## config.mk

```make
export PLATFORM = sky130hd
export DESIGN_NAME = gamepad_input_conditioner
export DESIGN_NICKNAME = d
export VERILOG_FILES = /design/src/hw/rtl/gic_pkg.sv /design/src/hw/rtl/gic_axis_serial.sv /design/src/hw/rtl/gic_ramp_bank.sv /design/src/hw/rtl/gamepad_input_conditioner.sv
export SDC_FILE = /design/constraint.sdc
export NUM_CORES = 1
export LEC_CHECK = 0
export BUFFER_PORTS_ARGS = -buffer_cell sky130_fd_sc_hd__buf_4
export CAP_MARGIN = 15
export CORE_MARGIN = 2
export CORE_UTILIZATION = 35
export CTS_CLUSTER_SIZE = 10
export DETAILED_ROUTE_END_ITERATION = 10
export MAX_ROUTING_LAYER = met4
export PLACE_DENSITY = 0.53
export SYNTH_ARGS = -nofsm -noshare
export SYNTH_HDL_FRONTEND = slang
export SYNTH_SLANG_ARGS = --single-unit
```

## constraint.sdc

```tcl
create_clock -name clk -period 8.9 [get_ports clk]
set_input_delay 0.89 -clock clk [delete_from_list [all_inputs] [get_ports clk]]
set_output_delay 0.89 -clock clk [all_outputs]
set_load 0.005 [all_outputs]
```

## src/hw/rtl/gic_pkg.sv

```systemverilog
`timescale 1ns / 1ps
// Shared types, register indexes and output formatting helpers for the
// gamepad input conditioner. No dependencies.
package gic_pkg;

	localparam int CFG_IDX_W  = 3;
	localparam int CFG_DATA_W = 17;

	localparam logic [CFG_IDX_W-1:0] CFG_DEAD_ZONE  = 3'd0;
	localparam logic [CFG_IDX_W-1:0] CFG_PER_AXIS   = 3'd1;
	localparam logic [CFG_IDX_W-1:0] CFG_RAMP_STEP  = 3'd2;
	localparam logic [CFG_IDX_W-1:0] CFG_OFFSET_LX  = 3'd3;
	localparam logic [CFG_IDX_W-1:0] CFG_OFFSET_LY  = 3'd4;
	localparam logic [CFG_IDX_W-1:0] CFG_OFFSET_RX  = 3'd5;
	localparam logic [CFG_IDX_W-1:0] CFG_OFFSET_RY  = 3'd6;

	localparam int IN_DATA_W  = 96;
	localparam int IN_USER_W  = 2;
	localparam int OUT_DATA_W = 176;

	typedef enum logic [1:0] {
		ST_IDLE,
		ST_RUN,
		ST_DONE
	} gic_state_t;

	// Per-cycle control from the sequencer to the serial axis unit.
	typedef struct packed {
		logic run;     // a step is taken this cycle
		logic first;   // first step of an axis: load operands
		logic pair_x;  // axis is the X of its stick: restart the radius sum
	} gic_step_ctl_t;

	// Status from the serial axis unit, meaningful on the last step.
	typedef struct packed {
		logic signed [9:0] value;     // axis value after dead zone
		logic              zero_pair; // radial test says zero the stick
	} gic_axis_res_t;

	// Stick byte: values above 127 show as 127.
	function automatic logic [7:0] stick_out(input logic signed [9:0] v);
		logic [7:0] r;
		if (v > 10'sd127) begin
			r = 8'h7F;
		end else begin
			r = v[7:0];
		end
		return r;
	endfunction

	// Q1.15 normal (v * 256) pulled toward zero by off, saturated.
	function automatic logic [15:0] norm_out(input logic signed [9:0] v,
	                                         input logic [14:0] off);
		logic signed [18:0] n;
		logic signed [18:0] t;
		logic [15:0]        r;
		n = $signed({v[9], v, 8'b0});
		r = 16'h0000;
		if (n > 19'sd0) begin
			t = n - $signed({4'b0, off});
			if (t < 19'sd0) begin
				r = 16'h0000;
			end else if (t > 19'sd32767) begin
				r = 16'h7FFF;
			end else begin
				r = t[15:0];
			end
		end else if (n < 19'sd0) begin
			t = n + $signed({4'b0, off});
			if (t > 19'sd0) begin
				r = 16'h0000;
			end else begin
				r = t[15:0];
			end
		end
		return r;
	endfunction

endpackage

```

## src/hw/rtl/gic_axis_serial.sv

```systemverilog
`timescale 1ns / 1ps
// Serial dead-zone unit: one quotient bit of the rescale divide and one
// bit of the radius square per cycle. Uses gic_pkg.
module gic_axis_serial (
	input  logic                  clk,
	input  gic_pkg::gic_step_ctl_t ctl,
	input  logic signed [8:0]     v,
	input  logic [6:0]            dead_zone,
	input  logic                  per_axis_mode,
	output gic_pkg::gic_axis_res_t res
);
	import gic_pkg::*;

	logic [13:0] rem_q;
	logic [14:0] dvs_q;
	logic [7:0]  quo_q;
	logic [7:0]  mag_q;
	logic [13:0] add_q;
	logic [14:0] acc_q;
	logic [13:0] dz_sq_q;

	logic signed [9:0] v_w;
	logic signed [9:0] d_w;
	logic              pos;
	logic              neg;
	logic signed [9:0] m_pos;
	logic signed [9:0] m_neg;
	logic [7:0]        m;
	logic [14:0]       numer_w;
	logic [7:0]        k;
	logic [6:0]        mag_v;

	logic [13:0] rem_cur;
	logic [14:0] dvs_cur;
	logic [7:0]  quo_cur;
	logic [7:0]  mag_cur;
	logic [13:0] add_cur;
	logic [14:0] acc_cur;
	logic        ge;
	logic [7:0]  quo_next;
	logic [14:0] acc_next;
	logic signed [9:0] scaled;

	// Rescale numerator: (v + 1 - d) above the zone, -(v + d) below it.
	always_comb begin
		v_w     = {v[8], v};
		d_w     = $signed({3'b0, dead_zone});
		pos     = (v_w >= d_w);
		neg     = (v_w < -d_w);
		m_pos   = v_w + 10'sd1 - d_w;
		m_neg   = -v_w - d_w;
		m       = pos ? m_pos[7:0] : (neg ? m_neg[7:0] : 8'd0);
		numer_w = {m, 7'b0} - {7'b0, m};
		k       = 8'd128 - {1'b0, dead_zone};
		// clamp to 127 for the radial test
		if (v > 9'sd127 || v < -9'sd127) begin
			mag_v = 7'd127;
		end else if (v[8]) begin
			mag_v = 7'(-v);
		end else begin
			mag_v = v[6:0];
		end
	end

	// Operands enter through a mux on the first step of each axis.
	always_comb begin
		rem_cur  = ctl.first ? numer_w[13:0] : rem_q;
		dvs_cur  = ctl.first ? {k, 7'b0} : dvs_q;
		quo_cur  = ctl.first ? 8'd0 : quo_q;
		mag_cur  = ctl.first ? {1'b0, mag_v} : mag_q;
		add_cur  = ctl.first ? {mag_v, 7'b0} : add_q;
		acc_cur  = (ctl.first && ctl.pair_x) ? 15'd0 : acc_q;
		ge       = ({1'b0, rem_cur} >= dvs_cur);
		quo_next = {quo_cur[6:0], ge};
		acc_next = acc_cur + (mag_cur[7] ? {1'b0, add_cur} : 15'd0);
		scaled   = neg ? -$signed({2'b0, quo_next}) : $signed({2'b0, quo_next});
	end

	always_ff @(posedge clk) begin
		dz_sq_q <= 14'({7'b0, dead_zone} * {7'b0, dead_zone});
		if (ctl.run) begin
			rem_q <= ge ? (rem_cur - dvs_cur[13:0]) : rem_cur;
			dvs_q <= dvs_cur >> 1;
			quo_q <= quo_next;
			mag_q <= {mag_cur[6:0], 1'b0};
			add_q <= add_cur >> 1;
			acc_q <= acc_next;
		end
	end

	always_comb begin
		if (dead_zone == 7'd0 || !per_axis_mode) begin
			res.value = v_w;
		end else begin
			res.value = scaled;
		end
		res.zero_pair = (dead_zone != 7'd0) && !per_axis_mode &&
		                (acc_next < {1'b0, dz_sq_q});
	end

endmodule

```

## src/hw/rtl/gic_ramp_bank.sv

```systemverilog
`timescale 1ns / 1ps
// Four Q16 d-pad hold ramps and their pressure levels.
// Has no dependencies; it does not import gic_pkg.
module gic_ramp_bank (
	input  logic        clk,
	input  logic        arst_n,
	input  logic        update,
	input  logic [3:0]  held,       // left, right, up, down
	input  logic [16:0] ramp_step,
	output logic [31:0] levels      // left, right, up, down bytes from bit0
);
	localparam logic [16:0] RAMP_FULL = 17'd65536;
	localparam logic [16:0] LVL_LOW   = 17'd32768;
	localparam logic [16:0] LVL_MID   = 17'd49152;
	localparam logic [16:0] LVL_HIGH  = 17'd55705;

	logic [16:0] ramp_q [4];
	logic [16:0] ramp_new [4];
	logic [17:0] sum;

	always_comb begin
		for (int i = 0; i < 4; i++) begin
			sum = {1'b0, ramp_q[i]} + {1'b0, ramp_step};
			if (!held[i]) begin
				ramp_new[i] = 17'd0;
			end else if (sum > {1'b0, RAMP_FULL}) begin
				ramp_new[i] = RAMP_FULL;
			end else begin
				ramp_new[i] = sum[16:0];
			end
			if (ramp_new[i] == 17'd0) begin
				levels[8*i +: 8] = 8'd0;
			end else if (ramp_new[i] <= LVL_LOW) begin
				levels[8*i +: 8] = 8'd25;
			end else if (ramp_new[i] <= LVL_MID) begin
				levels[8*i +: 8] = 8'd63;
			end else if (ramp_new[i] <= LVL_HIGH) begin
				levels[8*i +: 8] = 8'd127;
			end else begin
				levels[8*i +: 8] = 8'd255;
			end
		end
	end

	always_ff @(posedge clk or negedge arst_n) begin
		if (!arst_n) begin
			for (int i = 0; i < 4; i++) begin
				ramp_q[i] <= 17'd0;
			end
		end else if (update) begin
			for (int i = 0; i < 4; i++) begin
				ramp_q[i] <= ramp_new[i];
			end
		end
	end

endmodule

```

## src/hw/rtl/gamepad_input_conditioner.sv

```systemverilog
`timescale 1ns / 1ps
// Top level of the gamepad input conditioner: sequencer, config registers
// and output word register. Uses gic_pkg, gic_axis_serial, gic_ramp_bank.
//
// One controller scan goes in as a word and one conditioned word comes out.
// After acceptance a scan runs through the shared serial dead-zone unit
// (four axes, eight quotient bits each, one bit per cycle) and then forms
// the normals, pressures and button edges into the output register. A new
// scan is accepted only from the idle state, once the previous one has been
// loaded, so scans never overlap in the serial dead-zone unit.
// The serial divider loop bounds the scan rate. A finished word waits in the
// output register while the next scan is already taken and worked on; the
// block only holds off when a second result is ready before the first has
// been taken. Button edges and d-pad hold ramps advance when a result is
// loaded. Write config only while no scan is in flight.
module gamepad_input_conditioner (
	input  logic                                clk,
	input  logic                                arst_n,
	// config write port
	input  logic                                cfg_we,
	input  logic [gic_pkg::CFG_IDX_W-1:0]       cfg_index,
	input  logic [gic_pkg::CFG_DATA_W-1:0]      cfg_data,
	// scan input
	input  logic                                s_axis_tvalid,
	output logic                                s_axis_tready,
	// raw_left_x, raw_left_y, raw_right_x, raw_right_y, buttons,
	// press_left, press_right, press_up, press_down, extra_a, extra_b
	input  logic [gic_pkg::IN_DATA_W-1:0]       s_axis_tdata,
	// pressure_flags
	input  logic [gic_pkg::IN_USER_W-1:0]       s_axis_tuser,
	// conditioned output
	output logic                                m_axis_tvalid,
	input  logic                                m_axis_tready,
	// pressed_bits, released_bits, stick_left_x, stick_left_y,
	// stick_right_x, stick_right_y, norm_left_x, norm_left_y,
	// norm_right_x, norm_right_y, dpad_pressures, extra_pair
	output logic [gic_pkg::OUT_DATA_W-1:0]      m_axis_tdata
);
	import gic_pkg::*;

	gic_state_t state_q, state_next;
	logic [4:0] cnt_q;
	logic [1:0] axis;
	logic [2:0] step;
	logic       commit;

	// config registers
	logic [6:0]  dead_zone_q;
	logic        per_axis_q;
	logic [16:0] ramp_step_q;
	logic [14:0] offset_q [4];

	// captured scan
	logic [IN_DATA_W-1:0] in_data_q;
	logic [IN_USER_W-1:0] in_user_q;

	// axis values after dead zone
	logic signed [9:0] vals_q [4];

	logic [15:0] prev_btn_q;
	logic [OUT_DATA_W-1:0] out_data_q;
	logic                  out_valid_q;

	logic [7:0]        raw;
	logic signed [8:0] v;
	gic_step_ctl_t     ctl;
	gic_axis_res_t     res;
	logic [3:0]        held;
	logic [31:0]       levels;
	logic [15:0]       btn;
	logic [31:0]       dpad;
	logic [15:0]       extra;

	assign axis = cnt_q[4:3];
	assign step = cnt_q[2:0];
	assign btn  = in_data_q[47:32];

	// ---------------------------------------------------------------
	// Sequencer
	// ---------------------------------------------------------------
	always_comb begin
		state_next = state_q;
		case (state_q)
			ST_IDLE: begin
				if (s_axis_tvalid) begin
					state_next = ST_RUN;
				end
			end
			ST_RUN: begin
				if (cnt_q == 5'd31) begin
					state_next = ST_DONE;
				end
			end
			ST_DONE: begin
				if (!out_valid_q || m_axis_tready) begin
					state_next = ST_IDLE;
				end
			end
			default: state_next = ST_IDLE;
		endcase
	end

	always_comb begin
		s_axis_tready = 1'b0;
		commit        = 1'b0;
		ctl.run       = 1'b0;
		case (state_q)
			ST_IDLE: s_axis_tready = 1'b1;
			ST_RUN:  ctl.run = 1'b1;
			ST_DONE: commit = !out_valid_q || m_axis_tready;
			default: ;
		endcase
		ctl.first  = (step == 3'd0);
		ctl.pair_x = ~axis[0];
	end

	always_ff @(posedge clk or negedge arst_n) begin
		if (!arst_n) begin
			state_q <= ST_IDLE;
			cnt_q   <= 5'd0;
		end else begin
			state_q <= state_next;
			if (ctl.run) begin
				cnt_q <= cnt_q + 5'd1;
			end else begin
				cnt_q <= 5'd0;
			end
		end
	end

	// ---------------------------------------------------------------
	// Config registers
	// ---------------------------------------------------------------
	always_ff @(posedge clk or negedge arst_n) begin
		if (!arst_n) begin
			dead_zone_q <= 7'd0;
			per_axis_q  <= 1'b0;
			ramp_step_q <= 17'd218;
			for (int i = 0; i < 4; i++) begin
				offset_q[i] <= 15'd0;
			end
		end else if (cfg_we) begin
			case (cfg_index)
				CFG_DEAD_ZONE: dead_zone_q <= cfg_data[6:0];
				CFG_PER_AXIS:  per_axis_q  <= cfg_data[0];
				CFG_RAMP_STEP: ramp_step_q <= cfg_data[16:0];
				CFG_OFFSET_LX: offset_q[0] <= cfg_data[14:0];
				CFG_OFFSET_LY: offset_q[1] <= cfg_data[14:0];
				CFG_OFFSET_RX: offset_q[2] <= cfg_data[14:0];
				CFG_OFFSET_RY: offset_q[3] <= cfg_data[14:0];
				default: ;   // drop writes beyond the register list
			endcase
		end
	end

	// Capture the scan word on acceptance.
	always_ff @(posedge clk) begin
		if (s_axis_tvalid && s_axis_tready) begin
			in_data_q <= s_axis_tdata;
			in_user_q <= s_axis_tuser;
		end
	end

	// ---------------------------------------------------------------
	// Axis feed: centre by 128, Y flipped so that up is positive
	// ---------------------------------------------------------------
	always_comb begin
		raw = in_data_q[8*axis +: 8];
		if (axis[0]) begin
			v = 9'sd128 - $signed({1'b0, raw});
		end else begin
			v = $signed({~raw[7], ~raw[7], raw[6:0]});
		end
	end

	gic_axis_serial u_axis (
		.clk           (clk),
		.ctl           (ctl),
		.v             (v),
		.dead_zone     (dead_zone_q),
		.per_axis_mode (per_axis_q),
		.res           (res)
	);

	// Store each axis on its last step; the radial test zeroes the whole
	// stick once the Y square has been added in.
	always_ff @(posedge clk) begin
		if (ctl.run && step == 3'd7) begin
			for (int i = 0; i < 4; i++) begin
				if (axis == 2'(i)) begin
					vals_q[i] <= (axis[0] && res.zero_pair) ? 10'sd0 : res.value;
				end else if (axis[0] && res.zero_pair && (axis - 2'd1) == 2'(i)) begin
					vals_q[i] <= 10'sd0;
				end
			end
		end
	end

	// ---------------------------------------------------------------
	// D-pad ramps: advance only when no pressures are supplied
	// ---------------------------------------------------------------
	assign held = {btn[14], btn[12], btn[13], btn[15]};

	gic_ramp_bank u_ramp (
		.clk       (clk),
		.arst_n    (arst_n),
		.update    (commit && !in_user_q[0]),
		.held      (held),
		.ramp_step (ramp_step_q),
		.levels    (levels)
	);

	assign dpad  = in_user_q[0] ? in_data_q[79:48] : levels;
	assign extra = in_user_q[1] ? in_data_q[95:80] : 16'h7F7F;

	// ---------------------------------------------------------------
	// Output word register
	// ---------------------------------------------------------------
	always_ff @(posedge clk or negedge arst_n) begin
		if (!arst_n) begin
			out_valid_q <= 1'b0;
			prev_btn_q  <= 16'h0000;
		end else begin
			if (commit) begin
				out_valid_q <= 1'b1;
				prev_btn_q  <= btn;
			end else if (m_axis_tready) begin
				out_valid_q <= 1'b0;
			end
		end
	end

	always_ff @(posedge clk) begin
		if (commit) begin
			out_data_q[15:0]    <= btn & ~prev_btn_q;
			out_data_q[31:16]   <= ~btn & prev_btn_q;
			out_data_q[39:32]   <= stick_out(vals_q[0]);
			out_data_q[47:40]   <= stick_out(vals_q[1]);
			out_data_q[55:48]   <= stick_out(vals_q[2]);
			out_data_q[63:56]   <= stick_out(vals_q[3]);
			out_data_q[79:64]   <= norm_out(vals_q[0], offset_q[0]);
			out_data_q[95:80]   <= norm_out(vals_q[1], offset_q[1]);
			out_data_q[111:96]  <= norm_out(vals_q[2], offset_q[2]);
			out_data_q[127:112] <= norm_out(vals_q[3], offset_q[3]);
			out_data_q[159:128] <= dpad;
			out_data_q[175:160] <= extra;
		end
	end

	assign m_axis_tvalid = out_valid_q;
	assign m_axis_tdata  = out_data_q;

`ifndef SYNTH
	a_valid_from_done: assert property (@(posedge clk) disable iff (!arst_n)
		$rose(m_axis_tvalid) |-> $past(state_q == ST_DONE))
		else $error("output word appeared without a finished scan");

	a_accept_starts_run: assert property (@(posedge clk) disable iff (!arst_n)
		(s_axis_tvalid && s_axis_tready) |=> (state_q == ST_RUN && cnt_q == 5'd0))
		else $error("accepted scan did not start the serial run at step zero");

	a_run_length: assert property (@(posedge clk) disable iff (!arst_n)
		(state_q == ST_RUN && cnt_q == 5'd31) |=> (state_q == ST_DONE))
		else $error("serial run did not end after four axes");

	a_edges_disjoint: assert property (@(posedge clk) disable iff (!arst_n)
		m_axis_tvalid |-> ((m_axis_tdata[15:0] & m_axis_tdata[31:16]) == 16'h0000))
		else $error("a button reported both pressed and released");
`endif

endmodule

```

==> summary.txt <==
Setup path
  • Critical path buffers and inverters: 3
  • Family with the most delay on the worst path: compound AO/OA/AOI/OAI gates
  • Worst setup path class: reg2reg
  • Crit-path most repeated cell: ha_1
  • Worst Path Arrival: 8.86 ns
  • Crit path max fanout: 11
  • CP max-delay cell: dfrtp_1
  • R2R Setup Slk: 0.56 ns
  • Worst Setup End Kind: register
  • Crit-path max cell delay: around 0.64 ns
  • Critical path startpoint category: register
  • Worst EP required: 9.42 ns

Layout
  • Post-route cell area: ~40000 µm²
  • Net count, final: 3864
  • Finished Core Util: 0.4185
  • P&R area growth vs syn: 18.13%
  • Share of cells above drive strength 1: 0.1704

Synthesis
  • #FFs+latches synth: 574
  • Top cells by area, synth: edfxtp_1 (33%), dfrtp_1 (13%), ha_1 (8.9%)
  • Synth cell count leaders: edfxtp_1 (374), nand2_1 (259), ha_1 (239)
  • Syn Inst Count: 3158
  • Post-synth EDFFs: 374
  • Yosys top cell area share: 0.3327
  • Net count after synthesis: 3549
  • Syn Area/Cell: 10.69 µm²
  • Synth Cell Area: ~34000 µm²
  • Async S/R FF share, synth: 0.3084
  • Most common cell in the netlist: edfxtp_1
  • Area leader, netlist: edfxtp_1
  • Synth cell types: 96
  • Synth warnings: 0
  • Main synth FF type: edfxtp_1
  • Sequential share of the synthesized area: 0.4777

Die
  • Top-Level Pins: 301
  • Die Area: 98960 µm²
  • Initial Util: 0.3543
  • # rows: 113
  • Core area: 95290 µm²
  • Chip Width: ~310 µm
  • Overall die height: 314.6 µm

STA
  • Slew of the pin with the lowest slew margin: 1.088 ns
  • RSZ-0062 raised after global routing: no
  • Max Fclk: 119.9 MHz
  • Final period utilization: 0.9372
  • Slew Viols, Final: 0
  • Final Skew: around 0.036 ns
  • Final hold violations: 0
  • Endpoints failing setup: 0
  • Setup_tns: 0 ns
  • Worst hold slack: 0.2638 ns
  • Minimum clock period: roughly 8.3 ns
  • Relative slew margins: 0.2671

Clock network
  • Clk_lat worst skew: about 0.64 ns
  • Clk pin slew, worst setup/hold paths: ~0.060 ns
  • Cts hold-fix bufs: 0
  • Clk buf depth: 3
  • CTS Sinks: 574
  • H-tree levels: 3
  • Total CTS buffers: 74
  • Root Buffer: clkbuf_16
  • CTS-repair resized insts: 0
  • Setup Buffers After CTS: 0
  • CTS tree: done

Drt
  • Drt pass-1 iters: 5
  • Residual DRC: 0
  • DR vias/cell: 5.205
  • Post-route antenna net violation count: 0
  • DRC marker count from the first detailed-route iteration: about 1800
  • Routed via count: 24980
  • Overall routed net length: 92850 µm
  • Wire per inst: 19.35 µm

Pwr
  • VDD IR max: around 0.00036 V
  • Seq pwr share: 0.277
  • Switching power: 0.005811 W
  • Clock share of power: 0.207
  • Combinational power share: 0.516
  • Cell Int Power: 0.008083 W
  • Leak pwr: 16.69 nW
  • PD cells: around 350 nW/µm²
  • Sw Share: 0.4182

Global route
  • All-Layer GR Usage: 0.1894
  • First-pass GRT wire length: 142300 µm
  • Initial antenna violation count: 4
  • Pin count of the biggest net entering global routing: 133
  • Grt ovf: 0
  • Vias in the first global route: 24170

Placement
  • DP Area: 37560 µm²
  • Post-DP HPWL: 67940 µm
  • Buffers added on ports: 300
  • Final Wtd Congestion: 0.8944

Status
  • Status: completed

Hold path
  • Worst hold path type: in2async

Flow run
  • Max cap viols: 0
-- final timing paths --
check,endpoint,cells past startpoint,from
setup / recovery,vals_q[2][2]$_SDFFE_PP0P_,32,cnt_q[4]$_DFF_PN0_
hold / removal,prev_btn_q[7]$_DFFE_PN0P_,1,arst_n
setup reg to reg,vals_q[2][2]$_SDFFE_PP0P_,32,cnt_q[4]$_DFF_PN0_
hold reg to reg,u_ramp.ramp_q[29]$_DFFE_PN0P_,2,u_ramp.ramp_q[29]$_DFFE_PN0P_
max in group asynchronous,offset_q[53]$_DFFE_PN0P_,3,arst_n
min in group clk,in_data_q[27]$_DFFE_PP_,1,s_axis_tdata[27]
-- power by group through the flow --
stage | clock network (W) | registers (W) | logic, W
2_1_floorplan | 0 | 0.00374 | 0.00539
3_3_place_gp | 0 | 0.00389 | 0.00709
3_5_place_dp | 0 | 0.00390 | 0.00710
4_1_cts | 0.00297 | 0.00385 | 0.00715
5_1_grt | 0.00307 | 0.00389 | 0.00805
6_report | 0.00287 | 0.00385 | 0.00717
-- kinds of logic after synthesis --
family                     synth area share
AOI/OAI and AO/OA                    0.1648
xor gates and xnor gates            0.04440
other                             0.0001111
buffers and inverters               0.03813
muxes                               0.03802
DFF                                  0.4777
adders and majority gates            0.1058
and+or+nand+nor                      0.1310
-- metrics by stage --
| step | worst slack [ns] | power [W] | instances |
|---|---|---|---|
| floorplan | 0.6692 | 0.009129 | 3158 |
| global placement | 0.5694 | 0.01099 | 4662 |
| detailed placement | 0.4356 | 0.01100 | 4662 |
| CTS | 0.3648 | 0.01397 | 4797 |
| global route | 0.0004095 | 0.01502 | 4799 |
| finish | 0.5585 | 0.01389 | 4799 |
-- layer usage --
metal	vias to the layer above	share of wire	routed length, µm	GRT usage
met5	-	0	0	-
met4	0	0.015	1405	0.04069
met3	102	0.047	4340	0.02767
met2	523	0.48	44110	0.3024
met1	12140	0.46	42990	0.2554
li1	12210	-	-	-
-- cell type report --
| type | count | area (µm²) |
|---|---|---|
| antenna | 2 | 5.005 |
| clock buffer | 110 | 2027 |
| clock inverter | 25 | 264.0 |
| fill | 9250 | 55410 |
| inverter | 226 | 848.3 |
| multi-input combinational | 2250 | 16400 |
| sequential | 574 | 16130 |
| tap | 1265 | 1583 |
| timing repair buffer | 347 | 2624 |
-- sequential cells by signal, summed over array words and instances, names as in the netlist --
name            flops
per_axis_q          1
m_axis_tdata      176
state_q             2
dead_zone_q         7
u_axis.mag_q        7
vals_q             40
u_axis.dvs_q       14
u_axis.add_q       13
u_axis.rem_q       14
cnt_q               5
u_axis.acc_q       15
u_axis.quo_q        7
m_axis_tvalid       1
offset_q           60
u_axis.dz_sq_q     13
prev_btn_q         16
ramp_step_q        17
in_user_q           2
in_data_q          96
u_ramp.ramp_q      68
-- worst register-to-register path, delay by kind of cell (launching register included) --
family	cells	cell delay (ns)
XOR/XNOR	1	0.28
AO/OA/AOI/OAI	14	3.18
multiplexers	1	0.42
adder cells (fa/ha/maj)	6	1.88
flip-flops	1	0.64
buffers and inverters	3	0.38
AND/OR/NAND/NOR	7	1.46
-- layout by cell type, fill, tap and decap left out, types with 30 or more instances in the layout --
master	netlist	layout
buf_4	0	345
clkbuf_1	100	32
dfrtp_1	172	172
edfxtp_1	374	374
nand2b_1	68	66
a22o_1	59	59
nor2_1	215	213
clkbuf_16	0	74
a21oi_1	135	135
nor3_1	60	59
ha_1	239	239
a21o_1	51	51
xnor2_1	123	122
inv_1	218	217
xor2_1	45	45
nor2b_1	79	78
o21bai_1	39	39
nand2_1	259	259
o21ai_0	185	183
and2_1	31	30
mux2_2	86	86
Note: power is estimated with default switching activity, not from simulation.
